File: src/hw/rtl/sbs_pkg.sv
// ----------------------------------------------------------------------------
// sbs_pkg
// shared constants, types and command/status structs of the sprite sorter
// ----------------------------------------------------------------------------
package sbs_pkg;

    // sizing
    localparam int MAX_SPRITES = 64;
    localparam int IDX_W       = $clog2(MAX_SPRITES);
    localparam int CNT_W       = $clog2(MAX_SPRITES + 1);
    localparam int TEX_W       = 16;
    localparam int DEP_W       = 32;
    localparam int REC_W       = TEX_W + DEP_W;
    localparam int VTX_W       = 9;
    localparam int SIDX_W      = 6;
    localparam int VERTS       = 6;
    localparam int MODE_W      = 2;
    localparam int PADDR_W     = 2;

    // register index
    localparam int REG_SORT_MODE = 0;

    // sort modes
    localparam logic [MODE_W-1:0] MODE_NONE       = 2'd0;
    localparam logic [MODE_W-1:0] MODE_TEXTURE    = 2'd1;
    localparam logic [MODE_W-1:0] MODE_DEPTH_ASC  = 2'd2;
    localparam logic [MODE_W-1:0] MODE_DEPTH_DESC = 2'd3;

    typedef enum logic [3:0] {
        ST_IDLE,
        ST_RI_RD,
        ST_RI_LAT,
        ST_RJ_RD,
        ST_RJ_CMP,
        ST_RI_WR,
        ST_E_ORD,
        ST_E_REC,
        ST_E_DAT,
        ST_S_ORD,
        ST_S_REC,
        ST_S_DAT,
        ST_E_OUT,
        ST_E_WAIT
    } t_state;

    // store read address source
    typedef enum logic [1:0] {
        RD_I,
        RD_J,
        RD_ORD
    } t_rd_sel;

    // order table read address source
    typedef enum logic {
        ORD_K,
        ORD_P
    } t_ord_sel;

    typedef struct packed {
        logic     load;
        logic     i_clr;
        logic     latch_i;
        logic     j_clr;
        logic     cmp_acc;
        logic     order_wr;
        logic     k_clr;
        logic     latch_rec;
        logic     latch_tex;
        logic     run_start;
        logic     p_inc;
        logic     run_end;
        logic     out_load;
        logic     k_inc;
        logic     batch_clr;
        t_rd_sel  rd_sel;
        t_ord_sel ord_sel;
    } t_cmd;

    typedef struct packed {
        logic i_last;
        logic j_last;
        logic k_last;
        logic p_end;
        logic starts;
        logic tex_match;
        logic out_ack;
    } t_stat;

endpackage

File: src/hw/rtl/sbs_ram.sv
// ----------------------------------------------------------------------------
// sbs_ram
// generic single write port, single read port ram with registered read
// ----------------------------------------------------------------------------
module sbs_ram #(
    parameter int WIDTH = 8,
    parameter int DEPTH = 16
) (
    input  logic                     i_clk,
    input  logic                     i_we,
    input  logic [$clog2(DEPTH)-1:0] i_waddr,
    input  logic [WIDTH-1:0]         i_wdata,
    input  logic [$clog2(DEPTH)-1:0] i_raddr,
    output logic [WIDTH-1:0]         o_rdata
);

    logic [WIDTH-1:0] r_mem [DEPTH];
    logic [WIDTH-1:0] r_rdata;

    always_ff @(posedge i_clk) begin
        if (i_we) begin
            r_mem[i_waddr] <= i_wdata;
        end
        r_rdata <= r_mem[i_raddr];
    end

    assign o_rdata = r_rdata;

endmodule

File: src/hw/rtl/sbs_datapath.sv
// ----------------------------------------------------------------------------
// sbs_datapath
// sprite store, order table, rank counters, run tracking and output register
// ----------------------------------------------------------------------------
module sbs_datapath (
    input  logic                          i_clk,
    input  logic                          i_rst_n,
    input  sbs_pkg::t_cmd                 i_cmd,
    output sbs_pkg::t_stat                o_stat,
    input  logic [sbs_pkg::MODE_W-1:0]    i_sort_mode,
    input  logic [sbs_pkg::TEX_W-1:0]     i_texture_id,
    input  logic signed [sbs_pkg::DEP_W-1:0] i_depth_key,
    input  logic                          i_ready,
    output logic                          o_valid,
    output logic [sbs_pkg::SIDX_W-1:0]    o_sprite_index,
    output logic [sbs_pkg::TEX_W-1:0]     o_texture_out,
    output logic                          o_run_start,
    output logic [sbs_pkg::VTX_W-1:0]     o_run_vertex_offset,
    output logic [sbs_pkg::VTX_W-1:0]     o_run_vertex_count,
    output logic                          o_overflowed,
    output logic                          o_last_out
);
    import sbs_pkg::*;

    logic [CNT_W-1:0] r_count, r_i, r_j, r_rank, r_k, r_p, r_run_first, r_run_end;
    logic             r_drop;
    logic [TEX_W-1:0] r_ti, r_tex;
    logic signed [DEP_W-1:0] r_di;
    logic [IDX_W-1:0] r_rec;
    logic             r_starts;
    logic             r_valid;
    logic [SIDX_W-1:0] r_o_idx;
    logic [TEX_W-1:0] r_o_tex;
    logic             r_o_start, r_o_drop, r_o_last;
    logic [VTX_W-1:0] r_o_off, r_o_cnt;

    logic             store_we;
    logic [IDX_W-1:0] store_raddr, ord_raddr;
    logic [REC_W-1:0] store_rdata;
    logic [IDX_W-1:0] ord_rdata;
    logic [TEX_W-1:0] rd_tex;
    logic signed [DEP_W-1:0] rd_dep;
    logic             j_before_i, i_before_j, counts;
    logic [CNT_W-1:0] last_pos;

    assign store_we = i_cmd.load && (r_count < CNT_W'(MAX_SPRITES));
    assign rd_tex   = store_rdata[REC_W-1:DEP_W];
    assign rd_dep   = store_rdata[DEP_W-1:0];
    assign last_pos = r_count - CNT_W'(1);

    // store read address select
    always_comb begin
        case (i_cmd.rd_sel)
            RD_I:    store_raddr = r_i[IDX_W-1:0];
            RD_J:    store_raddr = r_j[IDX_W-1:0];
            RD_ORD:  store_raddr = ord_rdata;
            default: store_raddr = ord_rdata;
        endcase
        ord_raddr = (i_cmd.ord_sel == ORD_P) ? r_p[IDX_W-1:0] : r_k[IDX_W-1:0];
    end

    sbs_ram #(.WIDTH(REC_W), .DEPTH(MAX_SPRITES)) u_store (
        .i_clk   (i_clk),
        .i_we    (store_we),
        .i_waddr (r_count[IDX_W-1:0]),
        .i_wdata ({i_texture_id, i_depth_key}),
        .i_raddr (store_raddr),
        .o_rdata (store_rdata)
    );

    sbs_ram #(.WIDTH(IDX_W), .DEPTH(MAX_SPRITES)) u_order (
        .i_clk   (i_clk),
        .i_we    (i_cmd.order_wr),
        .i_waddr (r_rank[IDX_W-1:0]),
        .i_wdata (r_i[IDX_W-1:0]),
        .i_raddr (ord_raddr),
        .o_rdata (ord_rdata)
    );

    // ordering of record j against the held record i
    always_comb begin
        case (i_sort_mode)
            MODE_DEPTH_ASC: begin
                j_before_i = rd_dep < r_di;
                i_before_j = r_di < rd_dep;
            end
            MODE_DEPTH_DESC: begin
                j_before_i = rd_dep > r_di;
                i_before_j = r_di > rd_dep;
            end
            default: begin
                j_before_i = rd_tex < r_ti;
                i_before_j = r_ti < rd_tex;
            end
        endcase
        // ties keep load order
        counts = j_before_i || (!i_before_j && (r_j < r_i));
    end

    // status back to the controller
    assign o_stat.i_last    = (r_i == last_pos);
    assign o_stat.j_last    = (r_j == last_pos);
    assign o_stat.k_last    = (r_k == last_pos);
    assign o_stat.p_end     = (r_p == r_count);
    assign o_stat.starts    = (r_k == '0) || (rd_tex != r_tex);
    assign o_stat.tex_match = (rd_tex == r_tex);
    assign o_stat.out_ack   = r_valid && i_ready;

    // control counters and flags
    always_ff @(posedge i_clk) begin
        if (!i_rst_n) begin
            r_count <= '0;
            r_drop  <= 1'b0;
            r_valid <= 1'b0;
        end else begin
            if (i_cmd.load) begin
                if (store_we) begin
                    r_count <= r_count + CNT_W'(1);
                end else begin
                    r_drop <= 1'b1;
                end
            end
            if (i_cmd.batch_clr) begin
                r_count <= '0;
                r_drop  <= 1'b0;
            end
            if (i_cmd.out_load) begin
                r_valid <= 1'b1;
            end else if (r_valid && i_ready) begin
                r_valid <= 1'b0;
            end
        end
    end

    // rank pass and emit pass working registers
    always_ff @(posedge i_clk) begin
        if (i_cmd.i_clr) begin
            r_i <= '0;
        end else if (i_cmd.order_wr) begin
            r_i <= r_i + CNT_W'(1);
        end
        if (i_cmd.latch_i) begin
            r_ti <= rd_tex;
            r_di <= rd_dep;
        end
        if (i_cmd.j_clr) begin
            r_j    <= '0;
            r_rank <= '0;
        end else if (i_cmd.cmp_acc) begin
            r_j <= r_j + CNT_W'(1);
            if (counts) begin
                r_rank <= r_rank + CNT_W'(1);
            end
        end
        if (i_cmd.k_clr) begin
            r_k <= '0;
        end else if (i_cmd.k_inc) begin
            r_k <= r_k + CNT_W'(1);
        end
        if (i_cmd.latch_rec) begin
            r_rec <= ord_rdata;
        end
        if (i_cmd.latch_tex) begin
            r_tex    <= rd_tex;
            r_starts <= o_stat.starts;
        end
        if (i_cmd.run_start) begin
            r_run_first <= r_k;
            r_p         <= r_k + CNT_W'(1);
        end else if (i_cmd.p_inc) begin
            r_p <= r_p + CNT_W'(1);
        end
        if (i_cmd.run_end) begin
            r_run_end <= r_p;
        end
        // output register
        if (i_cmd.out_load) begin
            r_o_idx   <= SIDX_W'(r_rec);
            r_o_tex   <= r_tex;
            r_o_start <= r_starts;
            r_o_off   <= VTX_W'(r_run_first * VERTS);
            r_o_cnt   <= VTX_W'((r_run_end - r_run_first) * VERTS);
            r_o_drop  <= r_drop;
            r_o_last  <= (r_k == last_pos);
        end
    end

    assign o_valid             = r_valid;
    assign o_sprite_index      = r_o_idx;
    assign o_texture_out       = r_o_tex;
    assign o_run_start         = r_o_start;
    assign o_run_vertex_offset = r_o_off;
    assign o_run_vertex_count  = r_o_cnt;
    assign o_overflowed        = r_o_drop;
    assign o_last_out          = r_o_last;

endmodule

File: src/hw/rtl/sbs_ctrl.sv
// ----------------------------------------------------------------------------
// sbs_ctrl
// sequencer for load, rank pass, run scan and ordered emit
// ----------------------------------------------------------------------------
module sbs_ctrl (
    input  logic           i_clk,
    input  logic           i_rst_n,
    input  logic           i_valid,
    input  logic           i_last_sprite,
    output logic           o_ready,
    input  sbs_pkg::t_stat i_stat,
    output sbs_pkg::t_cmd  o_cmd
);
    import sbs_pkg::*;

    t_state r_state, n_state;

    // state register
    always_ff @(posedge i_clk) begin
        if (!i_rst_n) begin
            r_state <= ST_IDLE;
        end else begin
            r_state <= n_state;
        end
    end

    // next state and commands
    always_comb begin
        n_state       = r_state;
        o_cmd         = '0;
        o_cmd.rd_sel  = RD_ORD;
        o_cmd.ord_sel = ORD_K;
        o_ready       = 1'b0;
        case (r_state)
            ST_IDLE: begin
                o_ready = 1'b1;
                if (i_valid) begin
                    o_cmd.load = 1'b1;
                    if (i_last_sprite) begin
                        o_cmd.i_clr = 1'b1;
                        n_state     = ST_RI_RD;
                    end
                end
            end
            // rank of record i: count records that sort ahead of it
            ST_RI_RD: begin
                o_cmd.rd_sel = RD_I;
                n_state      = ST_RI_LAT;
            end
            ST_RI_LAT: begin
                o_cmd.latch_i = 1'b1;
                o_cmd.j_clr   = 1'b1;
                n_state       = ST_RJ_RD;
            end
            ST_RJ_RD: begin
                o_cmd.rd_sel = RD_J;
                n_state      = ST_RJ_CMP;
            end
            ST_RJ_CMP: begin
                o_cmd.cmp_acc = 1'b1;
                n_state       = i_stat.j_last ? ST_RI_WR : ST_RJ_RD;
            end
            ST_RI_WR: begin
                o_cmd.order_wr = 1'b1;
                if (i_stat.i_last) begin
                    o_cmd.k_clr = 1'b1;
                    n_state     = ST_E_ORD;
                end else begin
                    n_state = ST_RI_RD;
                end
            end
            // fetch record at sorted position k
            ST_E_ORD: begin
                o_cmd.ord_sel = ORD_K;
                n_state       = ST_E_REC;
            end
            ST_E_REC: begin
                o_cmd.rd_sel    = RD_ORD;
                o_cmd.latch_rec = 1'b1;
                n_state         = ST_E_DAT;
            end
            ST_E_DAT: begin
                o_cmd.latch_tex = 1'b1;
                if (i_stat.starts) begin
                    o_cmd.run_start = 1'b1;
                    n_state         = ST_S_ORD;
                end else begin
                    n_state = ST_E_OUT;
                end
            end
            // scan ahead for the end of the run
            ST_S_ORD: begin
                o_cmd.ord_sel = ORD_P;
                if (i_stat.p_end) begin
                    o_cmd.run_end = 1'b1;
                    n_state       = ST_E_OUT;
                end else begin
                    n_state = ST_S_REC;
                end
            end
            ST_S_REC: begin
                o_cmd.rd_sel = RD_ORD;
                n_state      = ST_S_DAT;
            end
            ST_S_DAT: begin
                if (i_stat.tex_match) begin
                    o_cmd.p_inc = 1'b1;
                    n_state     = ST_S_ORD;
                end else begin
                    o_cmd.run_end = 1'b1;
                    n_state       = ST_E_OUT;
                end
            end
            ST_E_OUT: begin
                o_cmd.out_load = 1'b1;
                n_state        = ST_E_WAIT;
            end
            ST_E_WAIT: begin
                if (i_stat.out_ack) begin
                    o_cmd.k_inc = 1'b1;
                    if (i_stat.k_last) begin
                        o_cmd.batch_clr = 1'b1;
                        n_state         = ST_IDLE;
                    end else begin
                        n_state = ST_E_ORD;
                    end
                end
            end
            default: begin
                n_state = ST_IDLE;
            end
        endcase
    end

endmodule

File: src/hw/rtl/sprite_sort_and_batch.sv
// ----------------------------------------------------------------------------
// sprite_sort_and_batch
// loads sprite records, stable-sorts them and emits them with texture runs
// ----------------------------------------------------------------------------
// Sprites load one per cycle into a 64-entry store; the sprite marked last
// starts the sort, and no input transaction is taken until the whole batch
// has been emitted. The sort ranks each record by reading every stored
// record once through the store's single read port and counting the records
// that sort ahead of it. Emit then fetches the sprites in sorted order; at
// the first sprite of a texture run it scans the following records until
// the texture changes or the batch ends, and each output waits for ready.
// Records beyond 64 are dropped and the batch is flagged as overflowed.
// sort_mode is written over the APB port at address 0; the user must write
// it only while the block idles, as the block itself does not enforce this.
// ----------------------------------------------------------------------------
module sprite_sort_and_batch (
    input  logic                               i_clk,
    input  logic                               i_rst_n,
    input  logic                               psel,
    input  logic                               penable,
    input  logic                               pwrite,
    input  logic [sbs_pkg::PADDR_W-1:0]        paddr,
    input  logic [31:0]                        pwdata,
    output logic [31:0]                        prdata,
    output logic                               pready,
    input  logic                               i_valid,
    output logic                               o_ready,
    input  logic [sbs_pkg::TEX_W-1:0]          i_texture_id,
    input  logic signed [sbs_pkg::DEP_W-1:0]   i_depth_key,
    input  logic                               i_last_sprite,
    output logic                               o_valid,
    input  logic                               i_ready,
    output logic [sbs_pkg::SIDX_W-1:0]         o_sprite_index,
    output logic [sbs_pkg::TEX_W-1:0]          o_texture_out,
    output logic                               o_run_start,
    output logic [sbs_pkg::VTX_W-1:0]          o_run_vertex_offset,
    output logic [sbs_pkg::VTX_W-1:0]          o_run_vertex_count,
    output logic                               o_overflowed,
    output logic                               o_last_out
);
    import sbs_pkg::*;

    logic [MODE_W-1:0] r_sort_mode;
    t_cmd              cmd;
    t_stat             stat;

    // sort mode register write at its address
    always_ff @(posedge i_clk) begin
        if (!i_rst_n) begin
            r_sort_mode <= MODE_NONE;
        end else if (psel && penable && pwrite && pready &&
                     (paddr == PADDR_W'(4*REG_SORT_MODE))) begin
            r_sort_mode <= pwdata[MODE_W-1:0];
        end
    end

    assign pready = 1'b1;
    assign prdata = {{(32 - MODE_W){1'b0}}, r_sort_mode};

    sbs_ctrl u_ctrl (
        .i_clk         (i_clk),
        .i_rst_n       (i_rst_n),
        .i_valid       (i_valid),
        .i_last_sprite (i_last_sprite),
        .o_ready       (o_ready),
        .i_stat        (stat),
        .o_cmd         (cmd)
    );

    sbs_datapath u_dp (
        .i_clk               (i_clk),
        .i_rst_n             (i_rst_n),
        .i_cmd               (cmd),
        .o_stat              (stat),
        .i_sort_mode         (r_sort_mode),
        .i_texture_id        (i_texture_id),
        .i_depth_key         (i_depth_key),
        .i_ready             (i_ready),
        .o_valid             (o_valid),
        .o_sprite_index      (o_sprite_index),
        .o_texture_out       (o_texture_out),
        .o_run_start         (o_run_start),
        .o_run_vertex_offset (o_run_vertex_offset),
        .o_run_vertex_count  (o_run_vertex_count),
        .o_overflowed        (o_overflowed),
        .o_last_out          (o_last_out)
    );

endmodule

File: config.mk
export PLATFORM = sky130hd
export DESIGN_NAME = sprite_sort_and_batch
export DESIGN_NICKNAME = d
export VERILOG_FILES = /design/src/hw/rtl/sbs_pkg.sv /design/src/hw/rtl/sbs_ram.sv /design/src/hw/rtl/sbs_datapath.sv /design/src/hw/rtl/sbs_ctrl.sv /design/src/hw/rtl/sprite_sort_and_batch.sv
export SDC_FILE = /design/constraint.sdc
export NUM_CORES = 2
export LEC_CHECK = 0
export BUFFER_PORTS_ARGS = -buffer_cell sky130_fd_sc_hd__buf_2
export CORE_AREA = 2 2 498 500
export CTS_BUF_LIST = sky130_fd_sc_hd__clkbuf_8
export CTS_CLUSTER_DIAMETER = 120
export DETAILED_ROUTE_END_ITERATION = 7
export DIE_AREA = 0 0 500 502
export GPL_TIMING_DRIVEN = 0
export PLACE_DENSITY = 0.74
export SYNTH_ARGS = -nofsm -noshare
export SYNTH_HDL_FRONTEND = slang
export SYNTH_HIERARCHICAL = 1
export SYNTH_SLANG_ARGS = --single-unit
File: constraint.sdc
create_clock -name i_clk -period 13.05 [get_ports i_clk]
set_clock_uncertainty 0.15 [all_clocks]
set_input_delay 1.9575 -clock i_clk [delete_from_list [all_inputs] [get_ports i_clk]]
set_output_delay 1.9575 -clock i_clk [all_outputs]
set_load 0.02 [all_outputs]
==> impl_metrics.csv <==
group,metric,value,unit
run_status,run_status,"completed",
pwr,power_density,145,mW/mm^2
worst_setup_path,r2r_end,"u_dp/u_store/o_rdata[18]$_DFF_P_",
sta,rsz0062_at_grt,"no",
clocking,clock-root-buffer,"clkbuf_8",
clocking,htree_num_levels,6,
sta,worst_slew_pin_slew,1480,ps
yosys,synth.area.top_cells,"edfxtp_1 76%, mux4_2 13%, dfxtp_1 1.4%",
routing,routed_via_density,6.85,
global_routing,grt_usage,31.5,%
sta,finalSetupViolations,0,
global_routing,number_of_antenna_violations_at_the_first_check_in_global_routing,50,
flow_run,maxCapViolations,0,
worst_setup_path,worstRegToRegCells,13,
worst_setup_path,peak_per_stage_delay_on_the_critical_path,1060,ps
yosys,synth_area,0.142,sq mm
clocking,clockBufferDepth,4,
global_routing,first_global_vias,75134,
die,die-height,502,microns
finish,area_growth,13.3,%
placement,dp_hpwl,257,mm
yosys,ys.flop_type,"edfxtp_1",
yosys,ys_warn_count,6,
pwr,p_leak,51.6,nW
die,placeableCoreArea,0.245,sq mm
yosys,synth_enable_flop_cells,3589,
worst_setup_path,critical_path_peak_fanout,10,
yosys,syn-mean-instance-area,21.7,sq um
die,initial_utilization,57.8,%
pwr,total_power,0.0233,W
worst_setup_path,critical_path.cell_chain,"buf_2 > nand2b_1 > nor2_1 > clkbuf_1 > mux2i_1 > o21ai_0 > buf_2 > clkbuf_1 > mux4_2 > o221ai_1 > a21oi_1 > a21oi_1 > a221oi_1",
sta,timing.fmax,152,MHz
yosys,synth_top_cell_area_share,76.0,%
routing,drc,0,
routing,drt-wirelength-per-cell,35.6,microns
clocking,numCtsBuffers,581,
die,i_o_pin_total,168,
clocking,cts.reportedPaths.clkPinSlew,70,ps
finish,design.final.nets,7598,
hold_path,hold_path.startpoint,"u_dp/u_store/o_rdata[27]$_DFF_P_",
yosys,synth.yosys.seq_area_share,77.3,%
die,total_die_area,0.251,sq mm
clocking,cts_hold_buf,0,
sta,fin_crit_sh,50.4,%
placement,post_placement_cell_area,0.150,sq mm
clocking,clock_sink_total,3685,
yosys,syn_inst,6542,
worst_setup_path,worstReg2RegStart,"u_ctrl/r_state[0]$_SDFFE_PN0P_",
routing,route.antenna.remaining_nets,0,
worst_setup_path,start_to_end_type_of_the_worst_setup_path,"flip-flop to flip-flop",
worst_setup_path,reg2reg_setup_slack,6480,ps
global_routing,pin_count_of_the_biggest_net_entering_global_routing,65,
finish,postLayoutCellArea,0.161,sq mm
sta,slew_viol_final,0,
hold_path,hold_path.class,"flip-flop to flip-flop",
routing,drt_wl_total,395,mm
sta,relSlewSlack,1.49,%
clocking,cts.repair_timing.setup_buffer_count,0,
global_routing,grt_first_pass_wirelength,548,mm
worst_setup_path,critPathRequiredTime,13760,ps
die,fp-row-count,182,
worst_setup_path,critPathTopFamily,"compound AO/OA/AOI/OAI gates",
pwr,vdd.ir_drop.worst,0.117,mV
routing,first_iter_violations,12094,
hold_path,worstHoldPathCells,0,
sta,hold_slack,261,ps
placement,placement.io_buffers,104,
yosys,cell_variety_after_synth,82,
yosys,post-synth-top-area-cell,"edfxtp_1",
global_routing,grt.overflow.total,0,
worst_setup_path,cp_slowest_cell,"a221oi_1",
routing,vias,76010,
finish,fin_cells,11093,
yosys,async_flop_share,0,%
die,die_w,500,microns
clocking,post_cts_resized,0,
worst_setup_path,cp-end-kind,"flip-flop",
sta,totalNegativeSetupSlack,0,ps
worst_setup_path,start_kind,"flip-flop",
yosys,synth.ff_latch_count,3685,
clocking,cts_tree,"done",
routing,detailedRoute.firstPassIterationCount,6,
worst_setup_path,worstPathArrival,7290,ps
placement,gp_congestion,0.896,
finish,post_route_cells_drive_above_1_share,27.2,%
hold_path,hold-path-endpoint,"u_dp/r_di[27]$_DFFE_PP_",
clocking,clock_latency,1090,ps
placement,placedCellCount,10056,
sta,post-route-min-period,6570,ps
worst_setup_path,cp_num_buf_inv,4,
sta,finalHoldViolCount,0,
routing by layer:
metal	share of wire [%]	global-route usage [%]	vias to the layer above	wire [microns]
li1	-	-	29346	-
met1	34	41.2	39083	133000
met2	46	47.5	6303	181000
met3	15	10.4	1252	57800
met4	5.9	16.3	26	23400
met5	0.040	0	-	160
cell usage in the layout (no fill, tap or decap), types with 63 or more instances in the layout:
cell and count:
clkinv_1 114, clkbuf_1 134, buf_4 106, nor2_4 63
a21oi_1 125, a221oi_1 86, edfxtp_1 3589, mux4_2 841
buf_12 110, nand2_1 109, inv_1 308, nor2_1 185
buf_2 214, ha_1 81, clkbuf_8 615, dfxtp_1 90
mux2i_1 94, a22oi_1 76, o22ai_1 134
sequential cells by signal, indices dropped and copies added (netlist names), 7 cells and up:
register / count
u_dp/r_i: 7
u_dp/u_store/o_rdata: 48
u_dp/o_run_vertex_count: 8
u_dp/r_count: 7
u_dp/r_p: 7
u_dp/r_j: 7
u_dp/r_ti: 16
u_dp/r_tex: 16
u_dp/o_texture_out: 16
u_dp/r_k: 7
u_dp/u_store/r_mem: 3072
u_dp/o_run_vertex_offset: 8
u_dp/u_order/r_mem: 384
u_dp/r_run_end: 7
u_dp/r_run_first: 7
u_dp/r_di: 32
cell usage after synthesis, types with 76 or more instances:
library cell and n:
edfxtp_1 3589, o22ai_1 134, dfxtp_1 96, ha_1 81
clkbuf_1 134, a22oi_1 76, mux2i_1 94, mux4_2 841
nand2_1 109, a221oi_1 86, nor2_1 248, buf_2 116
buf_4 99, a21oi_1 125, inv_1 85
stage by stage:
stage	utilization [%]	worst slack [ps]
after global placement	59.7	703
after floorplan	-	6190
after CTS	65.4	6910
after detailed placement	61.3	6950
after global routing	65.5	6490
final	65.5	6480
power by group:
group	leakage [nW]	total, W	switching (W)	internal [W]
Combinational	12.5	0.00146	0.000973	0.000486
Clock	5.99	0.00873	0.00434	0.00439
Sequential	33.1	0.0131	0.0000500	0.0131
logic make-up (layout without fill, tap and decap cells):
| family | after synthesis | count (layout) | share of synthesized area (%) |
|---|---|---|---|
| buf+inv | 466 | 1737 | 1.71 |
| flops | 3685 | 3685 | 77.3 |
| compound gates | 657 | 657 | 3.30 |
| xor+xnor | 93 | 93 | 0.574 |
| simple gates | 584 | 584 | 1.96 |
| fa+ha+maj | 84 | 84 | 0.757 |
| mux | 970 | 970 | 14.4 |
| other cells | 3 | 63 | 0.00794 |
how the worst max path moves through the flow:
stage,start,endpoint,slack (ps),cells after the start
4_1_cts,u_ctrl/r_state[0]$_SDFFE_PN0P_,u_dp/u_store/o_rdata[46]$_DFF_P_,6910,14
5_1_grt,u_ctrl/r_state[0]$_SDFFE_PN0P_,u_dp/u_store/o_rdata[46]$_DFF_P_,6490,14
3_3_place_gp,i_valid,u_dp/u_store/r_mem[48][41]$_DFFE_PP_,700,7
6_report,u_ctrl/r_state[0]$_SDFFE_PN0P_,u_dp/u_store/o_rdata[18]$_DFF_P_,6480,13
3_5_place_dp,u_ctrl/r_state[0]$_SDFFE_PN0P_,u_dp/u_store/o_rdata[46]$_DFF_P_,6950,14
2_1_floorplan,i_valid,u_dp/u_store/r_mem[48][0]$_DFFE_PP_,6190,6
cell type report:
cell class              instances  area (sq um)
repair buffers                269          3980
diodes                         30          75.1
well taps                    3220          4030
inverters                      85           319
clock inverters               387          1660
clock buffers                 615          8460
flip-flops and latches       3685        110000
plain buffers                 381          2110
fillers                     15169         84600
multi-input cells            2421         30300
Note: power is estimated with default switching activity, not from simulation.
